`src/hw/rtl/page_run_allocator_assert.svh`:
```
// Assertion helpers for the page run allocator.
`ifndef PAGE_RUN_ALLOCATOR_ASSERT_SVH
`define PAGE_RUN_ALLOCATOR_ASSERT_SVH

// Checks a property on every rising clock edge outside reset.
`define PRA_CHECK(lbl, prop, msg) \
    lbl: assert property (@(posedge i_clk) disable iff (!i_rst_n) (prop)) else $error(msg);

// Checks an implication that is sampled on the same edge.
`define PRA_IMPLY(lbl, ante, cons, msg) \
    `PRA_CHECK(lbl, (ante) |-> (cons), msg)

`endif

```
`src/hw/rtl/pra_pkg.sv`:
```
// ----------------------------------------------------------------------------
// pra_pkg
// Shared constants for the page run allocator: status codes, op codes, field
// widths and parameter defaults.
// ----------------------------------------------------------------------------
`default_nettype none

package pra_pkg;
    localparam int REGION_PAGES_DEF  = 1024;
    localparam int TABLE_ENTRIES_DEF = 64;

    localparam int REQ_W   = 11;
    localparam int PAGE_W  = 20;
    localparam int BRK_W   = 11;
    localparam int STAT_W  = 3;
    localparam int BASE_W  = 20;
    localparam int USABLE_W = 11;

    localparam logic [STAT_W-1:0] ST_OK         = 3'd0;
    localparam logic [STAT_W-1:0] ST_NO_SPACE   = 3'd1;
    localparam logic [STAT_W-1:0] ST_UNRECORDED = 3'd2;
    localparam logic [STAT_W-1:0] ST_NOT_FOUND  = 3'd3;
    localparam logic [STAT_W-1:0] ST_ZERO       = 3'd4;

    localparam logic OP_ALLOC = 1'b0;
    localparam logic OP_FREE  = 1'b1;
endpackage

`default_nettype wire

```
`src/hw/rtl/page_run_allocator.sv`:
```
// ----------------------------------------------------------------------------
// page_run_allocator
// Page-granular allocator: exact-fit, then largest-fit, then break extension.
// Page ownership is kept in a one-bit coverage memory, allocations in an
// entry memory with valid flags in flip-flops.
// ----------------------------------------------------------------------------
//  Channel   Direction  Beat contents
//  s_axis    in         tuser: op; tdata: req_pages[10:0], free_page[30:11]
//  m_axis    out        tuser: status; tdata: grant_page[19:0], break_now[30:20]
//  APB       in         0x0 base_page, 0x4 usable_pages
//
//  One request at a time. An allocate scans the coverage memory read port up to
//  the break, searches the entry table for a free slot, and marks req_pages
//  pages. A free searches every entry, unmarks the run's length in pages, and
//  lowers the break page by page while the page below it is free. After reset
//  a clearing pass runs over the whole coverage memory before the first request
//  is taken; configuration writes are taken throughout. A result waits in the
//  output register until taken, and no new request is accepted meanwhile.
// ----------------------------------------------------------------------------
`default_nettype none

module page_run_allocator #(
    parameter int REGION_PAGES  = pra_pkg::REGION_PAGES_DEF,
    parameter int TABLE_ENTRIES = pra_pkg::TABLE_ENTRIES_DEF
) (
    input  wire logic                       i_clk,
    input  wire logic                       i_rst_n,
    input  wire logic                       i_s_axis_tvalid,
    output logic                            o_s_axis_tready,
    // req_pages[10:0], free_page[30:11], zero pad
    input  wire logic [31:0]                i_s_axis_tdata,
    // op
    input  wire logic                       i_s_axis_tuser,
    output logic                            o_m_axis_tvalid,
    input  wire logic                       i_m_axis_tready,
    // grant_page[19:0], break_now[30:20], zero pad
    output logic [31:0]                     o_m_axis_tdata,
    // status
    output logic [pra_pkg::STAT_W-1:0]      o_m_axis_tuser,
    input  wire logic                       psel,
    input  wire logic                       penable,
    input  wire logic                       pwrite,
    input  wire logic [2:0]                 paddr,
    input  wire logic [31:0]                pwdata,
    output logic [31:0]                     prdata,
    output logic                            pready
);
    import pra_pkg::*;

    localparam int AW   = $clog2(REGION_PAGES);
    localparam int CW   = $clog2(REGION_PAGES + 1);
    localparam int IW   = (TABLE_ENTRIES > 1) ? $clog2(TABLE_ENTRIES) : 1;
    localparam int LW   = (CW > REQ_W) ? CW : REQ_W;
    localparam int SUMW = LW + 1;

    localparam logic [3:0] S_CLR     = 4'd0;
    localparam logic [3:0] S_IDLE    = 4'd1;
    localparam logic [3:0] S_SCAN    = 4'd2;
    localparam logic [3:0] S_DECIDE  = 4'd3;
    localparam logic [3:0] S_SLOT    = 4'd4;
    localparam logic [3:0] S_MARK    = 4'd5;
    localparam logic [3:0] S_FSRCH   = 4'd6;
    localparam logic [3:0] S_FEND    = 4'd7;
    localparam logic [3:0] S_UNMARK  = 4'd8;
    localparam logic [3:0] S_LOW_RD  = 4'd9;
    localparam logic [3:0] S_LOW_CK  = 4'd10;
    localparam logic [3:0] S_DONE    = 4'd11;

    // Configuration registers.
    logic [BASE_W-1:0]   r_base;
    logic [USABLE_W-1:0] r_usable;

    // Control state.
    logic [3:0]          r_state;
    logic [CW-1:0]       r_break;
    logic                r_valid [TABLE_ENTRIES];
    logic                r_out_v;
    logic [STAT_W-1:0]   r_out_stat;
    logic [PAGE_W-1:0]   r_out_grant;
    logic [BRK_W-1:0]    r_out_brk;

    // Working registers for one request.
    logic [REQ_W-1:0]    r_req;
    logic [CW-1:0]       r_p;
    logic                r_ev_v;
    logic [CW-1:0]       r_ev_p;
    logic [IW-1:0]       r_ev_idx;
    logic [CW-1:0]       r_run_len;
    logic [AW-1:0]       r_run_at;
    logic                r_have_exact;
    logic [AW-1:0]       r_exact_at;
    logic                r_have_worst;
    logic [CW-1:0]       r_worst_len;
    logic [AW-1:0]       r_worst_at;
    logic [AW-1:0]       r_at;
    logic [IW:0]         r_idx;
    logic [CW-1:0]       r_k;
    logic                r_found;
    logic [CW-1:0]       r_flen;
    logic [STAT_W-1:0]   r_stat;
    logic [PAGE_W-1:0]   r_grant;

    // Memories.
    logic                r_cov_mem [REGION_PAGES];
    logic                r_cov_rd;
    logic [AW-1:0]       r_ent_start_mem [TABLE_ENTRIES];
    logic [CW-1:0]       r_ent_len_mem [TABLE_ENTRIES];
    logic [AW-1:0]       r_ent_start_rd;
    logic [CW-1:0]       r_ent_len_rd;

    logic                cov_we;
    logic [AW-1:0]       cov_waddr;
    logic                cov_wdata;
    logic [AW-1:0]       cov_raddr;
    logic                ent_we;

    logic [LW-1:0]       lim;
    logic                in_fire;
    logic                out_fire;
    logic [REQ_W-1:0]    in_req;
    logic [PAGE_W-1:0]   in_page;
    logic [PAGE_W-1:0]   in_rel;
    logic                busy;
    logic                ent_match;
    logic [CW-1:0]       mark_page;

    assign lim = (LW'(r_usable) > LW'(REGION_PAGES)) ? LW'(REGION_PAGES) : LW'(r_usable);

    assign in_fire  = i_s_axis_tvalid && o_s_axis_tready;
    assign out_fire = o_m_axis_tvalid && i_m_axis_tready;
    assign in_req   = i_s_axis_tdata[REQ_W-1:0];
    assign in_page  = i_s_axis_tdata[REQ_W+PAGE_W-1:REQ_W];
    assign in_rel   = in_page - r_base;

    assign o_s_axis_tready = (r_state == S_IDLE) && !r_out_v;
    assign o_m_axis_tvalid = r_out_v;
    assign o_m_axis_tuser  = r_out_stat;
    assign o_m_axis_tdata  = {1'b0, r_out_brk, r_out_grant};

    assign pready = 1'b1;
    assign prdata = paddr[2] ? {{(32-USABLE_W){1'b0}}, r_usable}
                             : {{(32-BASE_W){1'b0}}, r_base};

    // The page at the break closes the last run, as if it were taken.
    assign busy      = (r_ev_p == r_break) || r_cov_rd;
    assign ent_match = r_valid[r_ev_idx] && (r_ent_start_rd == r_at);
    assign mark_page = CW'(r_at) + r_k;

    always_comb begin
        cov_we    = 1'b0;
        cov_waddr = AW'(mark_page);
        cov_wdata = 1'b0;
        cov_raddr = AW'(r_p);
        ent_we    = 1'b0;
        case (r_state)
            S_CLR: begin
                cov_we    = 1'b1;
                cov_waddr = AW'(r_k);
            end
            S_MARK: begin
                cov_we    = 1'b1;
                cov_wdata = 1'b1;
            end
            S_UNMARK: begin
                cov_we = 1'b1;
            end
            S_LOW_RD: begin
                cov_raddr = AW'(r_break - CW'(1));
            end
            S_SLOT: begin
                ent_we = !r_valid[r_idx[IW-1:0]];
            end
            default: begin
                cov_we = 1'b0;
            end
        endcase
    end

    always_ff @(posedge i_clk) begin
        if (cov_we) begin
            r_cov_mem[cov_waddr] <= cov_wdata;
        end
        r_cov_rd <= r_cov_mem[cov_raddr];
    end

    always_ff @(posedge i_clk) begin
        if (ent_we) begin
            r_ent_start_mem[r_idx[IW-1:0]] <= r_at;
            r_ent_len_mem[r_idx[IW-1:0]]   <= CW'(r_req);
        end
        r_ent_start_rd <= r_ent_start_mem[r_idx[IW-1:0]];
        r_ent_len_rd   <= r_ent_len_mem[r_idx[IW-1:0]];
    end

    always_ff @(posedge i_clk) begin
        if (!i_rst_n) begin
            r_base   <= '0;
            r_usable <= USABLE_W'(1024);
        end else if (psel && penable && pwrite && pready) begin
            if (paddr[2]) begin
                r_usable <= pwdata[USABLE_W-1:0];
            end else begin
                r_base <= pwdata[BASE_W-1:0];
            end
        end
    end

    always_ff @(posedge i_clk) begin
        if (!i_rst_n) begin
            r_state <= S_CLR;
            r_break <= '0;
            r_out_v <= 1'b0;
            r_k     <= '0;
            r_ev_v  <= 1'b0;
            for (int i = 0; i < TABLE_ENTRIES; i++) begin
                r_valid[i] <= 1'b0;
            end
        end else begin
            if (out_fire) begin
                r_out_v <= 1'b0;
            end
            case (r_state)
                S_CLR: begin
                    r_k <= r_k + CW'(1);
                    if (r_k == CW'(REGION_PAGES - 1)) begin
                        r_state <= S_IDLE;
                    end
                end
                S_IDLE: begin
                    if (in_fire) begin
                        r_req   <= in_req;
                        r_grant <= '0;
                        r_p     <= '0;
                        r_idx   <= '0;
                        r_k     <= '0;
                        r_ev_v  <= 1'b0;
                        r_found <= 1'b0;
                        r_run_len    <= '0;
                        r_have_exact <= 1'b0;
                        r_have_worst <= 1'b0;
                        r_worst_len  <= '0;
                        if (i_s_axis_tuser == OP_ALLOC) begin
                            if (in_req == '0) begin
                                r_stat  <= ST_ZERO;
                                r_state <= S_DONE;
                            end else begin
                                r_state <= S_SCAN;
                            end
                        end else if (in_rel >= PAGE_W'(lim)) begin
                            r_stat  <= ST_NOT_FOUND;
                            r_state <= S_DONE;
                        end else begin
                            r_at    <= AW'(in_rel);
                            r_state <= S_FSRCH;
                        end
                    end
                end
                S_SCAN: begin
                    // Reads run one page ahead of the run tracking.
                    if (r_p <= r_break) begin
                        r_ev_v <= 1'b1;
                        r_ev_p <= r_p;
                        r_p    <= r_p + CW'(1);
                    end else begin
                        r_ev_v <= 1'b0;
                    end
                    if (r_ev_v) begin
                        if (!busy) begin
                            if (r_run_len == '0) begin
                                r_run_at <= AW'(r_ev_p);
                            end
                            r_run_len <= r_run_len + CW'(1);
                        end else begin
                            if (LW'(r_run_len) >= LW'(r_req)) begin
                                if ((LW'(r_run_len) == LW'(r_req)) && !r_have_exact) begin
                                    r_have_exact <= 1'b1;
                                    r_exact_at   <= r_run_at;
                                end
                                if (r_run_len > r_worst_len) begin
                                    r_have_worst <= 1'b1;
                                    r_worst_len  <= r_run_len;
                                    r_worst_at   <= r_run_at;
                                end
                            end
                            r_run_len <= '0;
                        end
                        if (r_ev_p == r_break) begin
                            r_state <= S_DECIDE;
                        end
                    end
                end
                S_DECIDE: begin
                    r_idx <= '0;
                    if (r_have_exact) begin
                        r_at    <= r_exact_at;
                        r_grant <= r_base + PAGE_W'(r_exact_at);
                        r_state <= S_SLOT;
                    end else if (r_have_worst) begin
                        r_at    <= r_worst_at;
                        r_grant <= r_base + PAGE_W'(r_worst_at);
                        r_state <= S_SLOT;
                    end else if (SUMW'(r_break) + SUMW'(r_req) < SUMW'(lim)) begin
                        r_at    <= AW'(r_break);
                        r_grant <= r_base + PAGE_W'(r_break);
                        r_break <= CW'(SUMW'(r_break) + SUMW'(r_req));
                        r_state <= S_SLOT;
                    end else begin
                        r_stat  <= ST_NO_SPACE;
                        r_state <= S_DONE;
                    end
                end
                S_SLOT: begin
                    if (!r_valid[r_idx[IW-1:0]]) begin
                        r_valid[r_idx[IW-1:0]] <= 1'b1;
                        r_stat  <= ST_OK;
                        r_k     <= '0;
                        r_state <= S_MARK;
                    end else if (r_idx == (IW+1)'(TABLE_ENTRIES - 1)) begin
                        // Table full: the grant stands but is neither recorded nor marked.
                        r_stat  <= ST_UNRECORDED;
                        r_state <= S_DONE;
                    end else begin
                        r_idx <= r_idx + (IW+1)'(1);
                    end
                end
                S_MARK: begin
                    r_k <= r_k + CW'(1);
                    if (r_k == CW'(r_req) - CW'(1)) begin
                        r_state <= S_DONE;
                    end
                end
                S_FSRCH: begin
                    if (r_idx < (IW+1)'(TABLE_ENTRIES)) begin
                        r_ev_v   <= 1'b1;
                        r_ev_idx <= r_idx[IW-1:0];
                        r_idx    <= r_idx + (IW+1)'(1);
                    end else begin
                        r_ev_v <= 1'b0;
                    end
                    // Later indices override, so the highest match wins.
                    if (r_ev_v) begin
                        if (ent_match) begin
                            r_found <= 1'b1;
                            r_flen  <= r_ent_len_rd;
                            r_k     <= CW'(r_ev_idx);
                        end
                        if (r_ev_idx == IW'(TABLE_ENTRIES - 1)) begin
                            r_state <= S_FEND;
                        end
                    end
                end
                S_FEND: begin
                    r_k <= '0;
                    if (r_found) begin
                        r_valid[IW'(r_k)] <= 1'b0;
                        r_stat  <= ST_OK;
                        r_state <= S_UNMARK;
                    end else begin
                        r_stat  <= ST_NOT_FOUND;
                        r_state <= S_DONE;
                    end
                end
                S_UNMARK: begin
                    r_k <= r_k + CW'(1);
                    if (r_k == r_flen - CW'(1)) begin
                        r_state <= S_LOW_RD;
                    end
                end
                S_LOW_RD: begin
                    if (r_break == '0) begin
                        r_state <= S_DONE;
                    end else begin
                        r_state <= S_LOW_CK;
                    end
                end
                S_LOW_CK: begin
                    if (!r_cov_rd) begin
                        r_break <= r_break - CW'(1);
                        r_state <= S_LOW_RD;
                    end else begin
                        r_state <= S_DONE;
                    end
                end
                S_DONE: begin
                    r_out_v     <= 1'b1;
                    r_out_stat  <= r_stat;
                    r_out_grant <= r_grant;
                    r_out_brk   <= BRK_W'(r_break);
                    r_state     <= S_IDLE;
                end
                default: begin
                    r_state <= S_IDLE;
                end
            endcase
        end
    end

`include "page_run_allocator_assert.svh"

    `PRA_IMPLY(a_no_take_while_full, o_s_axis_tready, !o_m_axis_tvalid, "request taken with result pending")
    `PRA_CHECK(a_break_in_region, r_break < CW'(REGION_PAGES), "break beyond region")
    `PRA_IMPLY(a_fail_no_grant, o_m_axis_tvalid && (o_m_axis_tuser == ST_NOT_FOUND || o_m_axis_tuser == ST_NO_SPACE || o_m_axis_tuser == ST_ZERO), o_m_axis_tdata[19:0] == '0, "grant on failed request")
    `PRA_IMPLY(a_done_loads_out, r_state == S_DONE, ##1 o_m_axis_tvalid, "result not presented")

endmodule

`default_nettype wire

```
`config.mk`:
```
export PLATFORM = sky130hd
export DESIGN_NAME = page_run_allocator
export DESIGN_NICKNAME = d
export VERILOG_FILES = /design/src/hw/rtl/pra_pkg.sv /design/src/hw/rtl/page_run_allocator.sv
export VERILOG_INCLUDE_DIRS = /design/src /design/src/hw/rtl
export SDC_FILE = /design/constraint.sdc
export NUM_CORES = 2
export LEC_CHECK = 0
export ABC_AREA = 0
export BUFFER_PORTS_ARGS = -buffer_cell sky130_fd_sc_hd__buf_2
export CAP_MARGIN = 40
export CORE_ASPECT_RATIO = 1.2
export CORE_MARGIN = 3
export CORE_UTILIZATION = 60
export DETAILED_ROUTE_END_ITERATION = 10
export PLACE_DENSITY = 0.76
export SLEW_MARGIN = 5
export SYNTH_ARGS = -nofsm -noshare
export SYNTH_HDL_FRONTEND = slang
export SYNTH_SLANG_ARGS = --single-unit
```
`constraint.sdc`:
```
create_clock -name i_clk -period 46.8 [get_ports i_clk]
set_input_delay 2.34 -clock i_clk [delete_from_list [all_inputs] [get_ports i_clk]]
set_output_delay 2.34 -clock i_clk [all_outputs]
set_load 0.01 [all_outputs]
```
==> results.py <==
metrics = {
    "run_status": {
        "run_status": "completed",
    },
    "floorplanning": {
        "die_w_um": 400.7,
        "pin_count": 145,
        "die_area_um2": 192200,
        "coreArea_um2": 185500,
        "num_rows": 173,
        "start_util": 0.6046,
        "die_h_um": 479.6,
    },
    "setup_path": {
        "arrival_ns": 7.55,
        "endpoint_kind": "flip-flop",
        "cpPeakStageDelay_ns": 0.70,
        "slowest_stage": "nor2b_1",
        "critical_path_required_ns": 47.30,
        "crit_chain": "buf_2, inv_1, ha_1, inv_1, fa_1, a21o_1, a21boi_0, o21ai_0, a21oi_1, o21bai_1, xor2_1, ha_1, nand3_1, nor2_1, a2bb2oi_1, o221a_2, o2111ai_1, nor4_1, or4b_2, o31a_1, nor2b_1",
        "worstSetupPathType": "input port to flip-flop",
        "cp_max_fo": 10,
        "timing.critical_path.from_type": "input port",
    },
    "yosys": {
        "synth_ff_type": "edfxtp_1",
        "yosys-top-cells-area": "edfxtp_1, nor2_1, a22oi_1, mux4_2, dfxtp_1",
        "seq_area_frac_synth": 0.7099,
        "synth_edf_count": 2547,
        "syn_inst": 8027,
        "avgSynthCellArea_um2": 13.97,
        "synth_cell_types": 87,
        "yosys_warnings": 0,
        "ys_async_sr_fraction": 0,
        "ys_seq_elements": 2704,
        "netlist_area_um2": 112200,
        "synth_top_area_frac": 0.6819,
        "synth_top_area_cell": "edfxtp_1",
    },
    "clock_tree": {
        "clock-sinks": 2704,
        "path_clk_slew_ns": 0.07,
        "cts_made_buffers": 239,
        "cts_htree_levels": 4,
        "clk_path_buf_depth": 3,
        "post_cts_buffers": 0,
        "cts_tree": "done",
        "cts_root_buf": "clkbuf_16",
        "cts_resized": 0,
        "holdBufCountCts": 0,
        "worst_skew_pair.late_latency_ns": 0.92,
    },
    "grt": {
        "grt_pass1_vias": 69850,
        "grt_max_degree": 301,
        "grt_pass1_wl_mm": 445.9,
        "grtUsageTotal": 0.3110,
        "grt-ovfl-total": 0,
        "antenna_found_initial": 10,
    },
    "timing": {
        "maxSlewViolCount": 0,
        "setup_slack_ns": 39.75,
        "fin_skew_ns": 0.1087,
        "rsz0062_at_grt": "false",
        "holdWs_ns": 0.3995,
        "setup_viol": 0,
        "fin_setup_tns_ns": 0,
        "timing.fmax_ghz": 0.1418,
        "slew_headroom": 0.05993,
        "post-route-period-util": 0.1507,
        "worst_slew_pin_slew_ns": 1.410,
        "hold_violations": 0,
        "min_period_ns": 7.051,
    },
    "routing": {
        "routed_via_density": 6.709,
        "post_drt_wl_per_cell_um": 28.25,
        "routed_wl_mm": 304.0,
        "vias": 72180,
        "ant_nets": 0,
        "post-route-drc-count": 0,
        "first_pass_iters": 6,
        "drt_first_iter_violations": 10080,
    },
    "layout": {
        "nets": 8287,
        "layout-drive-gt1-share": 0.1250,
        "synthToLayoutAreaGrowth_pct": 10.80,
        "final_cells": 10760,
    },
    "placement": {
        "pre_cts_ws_ns": 38.98,
        "placement.io_buffers": 115,
        "dp_hpwl_mm": 179.8,
        "gp_congestion": 0.9285,
        "place_inst": 10300,
    },
    "hold_path": {
        "hp-class": "flip-flop to flip-flop",
    },
    "power_and_ir_drop": {
        "p_leak_uw": 0.03755,
        "irDropWorstVdd_uv": 39.39,
        "pwr_density_cell_nw_per_um2": 37.37,
        "p_total_uw": 4644,
    },
    "run": {
        "cap_violations": 0,
    },
}
[stage by stage]
stage	area, µm²	utilization
after floorplan	112200	-
after global placement	115700	0.6237
after detailed placement	116200	0.6263
after CTS	124200	0.6698
after global routing	124300	0.6699
final	124300	0.6699
[metal layers]
layer  routed length [µm]  part of all wire  up-vias  track usage
li1                     -                 -    30870            -
met1               108200              0.36    35820       0.4095
met2               145700              0.48     4694       0.5043
met3                33010              0.11      800      0.05630
met4                17050             0.056        0       0.1552
met5                    0                 0        -            0
[registers in the layout (all words and copies together), names as in the netlist, 20 cells and up, named ones only]
signal           cells
r_ent_len_mem      704
r_grant             20
r_ent_start_mem    640
r_valid             64
r_out_grant         20
r_base              20
r_cov_mem         1024
[layout by cell type (no fill, tap or decap), drive strengths merged, types with 68 or more instances in the layout]
cell	instances
clkinv	117
xnor2	73
ha	112
inv	100
mux2i	105
dfxtp	157
nand3	129
nand4	69
a41oi	94
a221oi	82
clkbuf	291
a22oi	629
buf	362
mux4	178
edfxtp	2547
a31oi	87
a22o	68
nand2	774
o21ai	104
nor2	1308
a21oi	258
[layout make-up]
class / instances / area, µm²
diodes: 5 / 12.51
clock buffers: 291 / 6176
clock inverters: 158 / 1883
fillers: 12340 / 61240
inverters: 98 / 367.9
multi-input cells: 4687 / 30300
flip-flops and latches: 2704 / 79630
well taps: 2450 / 3065
repair buffers: 366 / 2836
[worst paths after layout]
path	end	depth (start not counted)	startpoint	slack [ns]
worst max-delay path	r_at[1]	21	i_s_axis_tdata[11]	39.75
worst min register to register	o_m_axis_tuser[2]	0	r_stat[2]	0.40
worst min-delay path	o_m_axis_tuser[2]	0	r_stat[2]	0.40
worst max register to register	r_cov_rd	15	r_state[0]	40.55
[synth_stat cells, drive strengths merged, types with 17 or more instances]
cell type and instances:
mux2 21, buf 135, nand3 129, nor2 1308
a41oi 94, and3 39, o21ai 104, nand2b 20
o31ai 25, nand2 774, o21a 21, nor2b 24
a21o 40, a21oi 258, a221oi 82, dfxtp 157
o211ai 35, a32oi 42, xnor2 73, nand4 69
or3 17, clkbuf 415, xor2 41, mux2i 105
nor3 46, nor4 47, inv 97, edfxtp 2547
a22o 68, mux4 178, ha 112, a211oi 24
a31oi 87, a22oi 629
[cell families (layout without fill, tap and decap cells)]
group                    Yosys count  count (layout)  synth area share
AO/OA/AOI/OAI                   1605            1605            0.1026
other                              2              19        0.00006696
flip-flops                      2704            2704            0.7099
adder cells (fa/ha/maj)          116             116           0.01321
AND/OR/NAND/NOR                 2534            2534           0.09422
buffers and inverters            648             913           0.02371
XOR/XNOR                         114             114          0.008902
multiplexers                     304             304           0.04733
[power by group]
group,leakage (µW),switching [µW],internal (µW)
clock network,0.00388,888,1110
logic,0.0112,25.2,12.9
registers,0.0225,1.07,2600
total,0.0375,914,3730
[critical path, delay by kind of cell]
family          cells  cell delay [ns]
simple gates        5             1.79
xor+xnor            1             0.16
buf+inv             3             0.24
fa+ha+maj           3             0.90
compound gates      9             2.10
Note: power is estimated with default switching activity, not from simulation.
